===== config.mk =====
export PLATFORM = sky130hd
export DESIGN_NAME = gdda_div
export DESIGN_NICKNAME = d
export VERILOG_FILES = /design/src/design/gdda_pkg.sv /design/src/design/gdda_div.sv
export SDC_FILE = /design/constraint.sdc
export NUM_CORES = 1
export LEC_CHECK = 0
export BUFFER_PORTS_ARGS = -buffer_cell sky130_fd_sc_hd__buf_2
export CAP_MARGIN = 10
export CELL_PAD_IN_SITES_DETAIL_PLACEMENT = 1
export CELL_PAD_IN_SITES_GLOBAL_PLACEMENT = 1
export CORE_ASPECT_RATIO = 1.75
export CORE_MARGIN = 2
export CORE_UTILIZATION = 35
export CTS_CLUSTER_DIAMETER = 100
export DETAILED_ROUTE_END_ITERATION = 6
export GPL_TIMING_DRIVEN = 0
export PLACE_DENSITY_LB_ADDON = 0.12
export SLEW_MARGIN = 20
export SYNTH_ARGS = -nofsm -noshare
export SYNTH_HDL_FRONTEND = slang
export SYNTH_SLANG_ARGS = --single-unit

===== constraint.sdc =====
create_clock -name clk -period 2.7 [get_ports clk]
set_input_delay 0.54 -clock clk [delete_from_list [all_inputs] [get_ports clk]]
set_output_delay 0.54 -clock clk [all_outputs]
set_load 0.03 [all_outputs]

===== src/design/gdda_pkg.sv =====
`default_nettype none
package gdda_pkg;
	localparam int CFG_W = 22;
	localparam int IDX_W = 3;

	localparam logic [IDX_W-1:0] REG_POS_X   = 3'd0;
	localparam logic [IDX_W-1:0] REG_POS_Y   = 3'd1;
	localparam logic [IDX_W-1:0] REG_DIR_X   = 3'd2;
	localparam logic [IDX_W-1:0] REG_DIR_Y   = 3'd3;
	localparam logic [IDX_W-1:0] REG_PLANE_X = 3'd4;
	localparam logic [IDX_W-1:0] REG_PLANE_Y = 3'd5;
	localparam logic [IDX_W-1:0] REG_TEX_W   = 3'd6;

	localparam logic OP_WRITE = 1'b0;
	localparam logic OP_CAST  = 1'b1;

	localparam logic [1:0] FACE_EAST  = 2'd0;
	localparam logic [1:0] FACE_WEST  = 2'd1;
	localparam logic [1:0] FACE_SOUTH = 2'd2;
	localparam logic [1:0] FACE_NORTH = 2'd3;

	localparam logic [23:0] DIST_MAX = 24'hFFFFFF;

	typedef struct packed {
		logic       operation;
		logic [9:0] column;
		logic [5:0] cell_x;
		logic [5:0] cell_y;
		logic       wall;
	} cmd_t;

	typedef struct packed {
		logic [9:0]  column_out;
		logic [5:0]  hit_x;
		logic [5:0]  hit_y;
		logic        hit_side;
		logic [1:0]  face;
		logic [23:0] wall_dist;
		logic [8:0]  slice_top;
		logic [8:0]  slice_bot;
		logic [7:0]  tex_col;
	} res_t;
endpackage
`default_nettype wire


===== src/design/gdda_div.sv =====
`default_nettype none
module gdda_div import gdda_pkg::*; #(
	parameter int NW = 31,
	parameter int DW = 40
) (
	input  wire logic          clk,
	input  wire logic          arst_n,
	input  wire logic          start,
	input  wire logic [NW-1:0] num,
	input  wire logic [DW-1:0] den,
	output logic               done,
	output logic [NW-1:0]      quo
);
	localparam int CW = $clog2(NW + 1);

	logic [CW-1:0] cnt_q;
	logic          run_q;
	logic          done_q;
	logic [DW:0]   rem_q;
	logic [NW-1:0] quo_q;
	logic [DW-1:0] den_q;
	logic [DW:0]   rem_sh;
	logic          ge;
	logic [DW:0]   rem_nx;

	always_comb begin
		rem_sh = {rem_q[DW-1:0], quo_q[NW-1]};
		ge     = rem_sh >= {1'b0, den_q};
		rem_nx = ge ? rem_sh - {1'b0, den_q} : rem_sh;
	end

	always_ff @(posedge clk or negedge arst_n) begin
		if (!arst_n) begin
			cnt_q  <= '0;
			run_q  <= 1'b0;
			done_q <= 1'b0;
		end else begin
			done_q <= 1'b0;
			if (start) begin
				cnt_q <= CW'(NW);
				run_q <= 1'b1;
			end else if (run_q) begin
				cnt_q <= cnt_q - 1'b1;
				if (cnt_q == CW'(1)) begin
					run_q  <= 1'b0;
					done_q <= 1'b1;
				end
			end
		end
	end

	always_ff @(posedge clk) begin
		if (start) begin
			rem_q <= '0;
			quo_q <= num;
			den_q <= den;
		end else if (run_q) begin
			rem_q <= rem_nx;
			quo_q <= {quo_q[NW-2:0], ge};
		end
	end

	assign done = done_q;
	assign quo  = quo_q;
endmodule
`default_nettype wire


==> results.md <==
- The start of the worst register-to-register path is den_q[1].
- The count of antenna diodes in the layout is 0.
- The global placer's final weighted congestion is 0.915.
- Yosys mapped the design onto 70 distinct sky130hd cell types.
- Setup violations remaining at the end of the flow were counted as 33.
- Row generation in the floorplan step produced 68 rows.
- The met2 demand-to-capacity share in global routing is 0.412.
- The number of global-route vias before repair is 6807.
- By count the netlist is led by 88 x sky130_fd_sc_hd__nand2_1, 71 x sky130_fd_sc_hd__edfxtp_1, 63 x sky130_fd_sc_hd__nor2_1.
- Power spread over the standard cell area amounts to between 1000 and 1500 nW/µm².
- In the global route stage, met1 resource usage came out at 0.221.
- The floorplan core area is 19700 µm².
- The number of antenna violations at the first check in global routing is 0.
- At the placement stage, the worst setup path has a slack of -793 ps.
- The checks that failed: negative setup slack.
- In this run the critical register-to-register path is captured at quo[0].
- The growth of design area from synthesis to finish is 42.5%.
- The worst-case setup margin in the final layout is -102 ps.
- The dominant cell type by area after synthesis is sky130_fd_sc_hd__edfxtp_1.
- On the final layout, the worst hold slack is 281 ps.
- The layer flagged by global routing as most heavily used is met2.
- The area share of the largest cell type after synthesis is 0.305.
- Entering global routing, the biggest net connects 42 pins.
- The number of nets in the synthesized netlist is 839.
- In this run the worst path has a maximum fanout of 5.
- Of the available clock period, the critical path in the final layout requires 1.04.
- The number of synthesized flops with an enable pin is 71.
- The tool flagged a number of max-cap violations equal to 0.
- The remaining max-slew budget at the tightest pin is 0.394.
- The worst register-to-register path has a depth of 12.
- Counting the buffers created by CTS gives 17.
- The maximum level of the CTS H-tree is 4.
- The count of port buffers added during placement is 105.
- The CTS sink count is 118.
- The boundary pin count is around 110.
- The detail-routed via count per cell is 5.38.
- Summing all non-filler instances in the final layout gives an area of 9970 µm².
- After synthesis, the mean cell area works out to 9.69 µm².
- Wires add up to 23100 µm.
- The layout net count is 1018.
- The placed instances occupy a cell area of 7850 µm².
- The flow ran to the end, but the final reports show violations.
- The critical path data required time is 2880 ps.
- The critical path class is flip-flop to flip-flop.
- The worst hold path terminates at den_q[7].
- In the global route stage, overall resource usage came out at 0.213.
- The die covers about 21000 µm².
- The count of warnings emitted by yosys is 0.
- In the final routed layout, each cell accounts on average for 19.9 µm.
- The wire-length estimate of the detail-placed layout is 15600 µm.
- After clock tree synthesis, the clock-pin slew on the worst setup and hold paths is 60 ps.
- In this run, the number of DRC markers left after iteration 0 of detailed routing was ~130.
- Counting the fill cells in the layout gives 2160.
- The final clock skew is 10.2 ps.
- The path type of the worst min-delay path is input port to flip-flop.
- The flip-flop cell with the highest count after synthesis is sky130_fd_sc_hd__edfxtp_1.
- At the pin with the least slew margin, the transition time is 908 ps.
- The via total after detailed routing is about 6200.
- The horizontal extent of the die is around 110 µm.
- At the end of the flow the core is filled with cells to 0.508.
- Setup repair after global routing could not meet its margin everywhere.
- The initial utilization of the core area, before any placement, comes to 0.356.
- After synthesis the netlist holds a flip-flop and latch count of around 120.
- The nature of the critical path startpoint is a flip-flop.
- TritonCTS built the clock tree.
- The remaining routing DRC violations is 0.
- Based on the critical path, the design can be clocked at up to about 0.36 GHz.
- The category of the worst setup path capture point is a flip-flop.
- The hold violation total from the final report was 0.
- For this run, asynchronously set or reset flops after synthesis account for 0.0593.
- By area the synthesized netlist is led by sky130_fd_sc_hd__edfxtp_1 30%, sky130_fd_sc_hd__dfxtp_1 11%, sky130_fd_sc_hd__ha_1 7.5%, sky130_fd_sc_hd__mux2_2 5.1%, sky130_fd_sc_hd__nand2_1 4.7%.
- The time the worst path needs with I/O delays and setup is 2800 ps.
- Synthesis handed over a netlist of 722 instances.
- The max-slew violation count was 0.
- The register-to-register setup slack is -100 ps.
- The vertical die dimension is 191 µm.
- The root cell of the clock tree is sky130_fd_sc_hd__clkbuf_16.
- The met3 routing resource usage after global routing is 0.0412.
- The insertion delay of the later-clocked pin in the worst-skew pair is roughly 430 ps.
- Adding up every negative setup slack in the final design gives -1240 ps.
- The first TritonRoute pass finished after 4 iterations.
- The most frequent cell after synthesis is sky130_fd_sc_hd__nand2_1.
- The cell area after synthesis is 7000 µm².
- The maximum buffer depth of the clock tree is 2.
- In the final layout, the share of cells above drive strength 1 is 0.419.
- The startpoint identified for the worst hold timing path is den[7].
- The sum of overflow across all layers after global routing is 0.
- The number of cells on the worst hold path is 1.
- Across the VDD grid, the largest voltage drop is 462 µV.
- At the worst endpoint, the arrival time is 2980 ps.
- The number of nets with antenna violations after routing is 0.
- The share of the Yosys chip area taken by registers is 0.444.
- The wire length of the first global-routing pass is 35400 µm.
- In this run the static leakage power is roughly 4.2 nW.
## worst max path at each step
stage	from	end	slack, ps	depth (start not counted)
after floorplan	quo[30]	quo[0]	-4	11
after global placement	start	quo[3]	-640	4
after detailed placement	start	quo[5]	-790	4
after CTS	den_q[24]	rem_q[37]	-110	13
after global routing	den_q[26]	rem_q[13]	-200	14
final	den_q[1]	quo[0]	-100	12
## repair_timing
item / CTS / global route
pin swaps: 41 / 60
endpoints found under the hold margin: 7 / 0
resized for setup: 128 / 98
hold buffers: 1 / 0
endpoints found under the setup margin: 79 / 72
cloned: 2 / 0
buffers inserted: 35 / 19
## layout make-up
cell class,instances,area (µm²),area share
Timing Repair Buffer,162,1090,0.109
Sequential cell,118,3110,0.312
Buffer,32,263,0.0263
Clock inverter,13,205,0.0206
Clock buffer,19,433,0.0434
Tap cell,245,307,0.0307
Multi-Input combinational cell,514,4360,0.437
Inverter,56,210,0.0211
## per-layer routing
| layer | vias up | wire [µm] |
|---|---|---|
| li1 | 2974 | - |
| met1 | 3099 | 8630 |
| met2 | 132 | 13000 |
| met3 | 33 | 726 |
| met4 | 0 | 726 |
| met5 | - | 0 |
## power by group
| part | switching [mW] | total [mW] | internal [mW] |
|---|---|---|---|
| sequential | 0.316 | 2.58 | 2.26 |
| combinational | 2.72 | 5.13 | 2.41 |
| clock | 0.872 | 2.51 | 1.63 |
## through the flow
stage | power [mW] | cells
after global placement | 5.75 | 1072
after global routing | 10.7 | 1159
after floorplan | 4.87 | 722
final | 10.2 | 1159
after detailed placement | 5.83 | 1072
after CTS | 9.53 | 1142
## cell families after synthesis
logic type,Yosys count,share of synthesized area
AOI/OAI and AO/OA,171,0.174
muxes,36,0.0572
xor gates and xnor gates,27,0.0338
and+or+nand+nor,237,0.160
DFF,118,0.444
buffers and inverters,90,0.0529
adders and majority gates,43,0.0779
## layout by cell type, fill, tap and decap left out, types with 12 or more instances in the layout
cell type / n
sky130_fd_sc_hd__buf_2: 104
sky130_fd_sc_hd__edfxtp_1: 71
sky130_fd_sc_hd__nand2_1: 66
sky130_fd_sc_hd__nor2_1: 59
sky130_fd_sc_hd__inv_1: 48
sky130_fd_sc_hd__buf_4: 43
sky130_fd_sc_hd__dfxtp_1: 37
sky130_fd_sc_hd__a21oi_1: 33
sky130_fd_sc_hd__mux2_2: 32
sky130_fd_sc_hd__ha_1: 21
sky130_fd_sc_hd__xnor2_1: 20
sky130_fd_sc_hd__a311oi_1: 19
sky130_fd_sc_hd__clkbuf_1: 18
sky130_fd_sc_hd__clkbuf_16: 17
sky130_fd_sc_hd__ha_4: 16
sky130_fd_sc_hd__nor3_1: 14
sky130_fd_sc_hd__a311oi_2: 14
sky130_fd_sc_hd__buf_6: 13
sky130_fd_sc_hd__nand2_2: 13
sky130_fd_sc_hd__a21o_1: 12
## worst max-delay path, cell delays in order, from the launching register on
cell,delay (ps)
sky130_fd_sc_hd__edfxtp_1,410
sky130_fd_sc_hd__inv_2,90
sky130_fd_sc_hd__ha_4,190
sky130_fd_sc_hd__nor2b_4,120
sky130_fd_sc_hd__o21ba_4,190
sky130_fd_sc_hd__o21a_4,230
sky130_fd_sc_hd__o21a_4,220
sky130_fd_sc_hd__buf_6,120
sky130_fd_sc_hd__o21a_4,220
sky130_fd_sc_hd__o21ai_4,190
sky130_fd_sc_hd__nand2_4,130
sky130_fd_sc_hd__buf_12,160
sky130_fd_sc_hd__mux2_2,250
## state kept, by name (all words and copies together), names as in the netlist
signal	cells
den_q	40
rem_q	40
quo	31
cnt_q	5
done	1
run_q	1
Note: power is estimated with default switching activity, not from simulation.
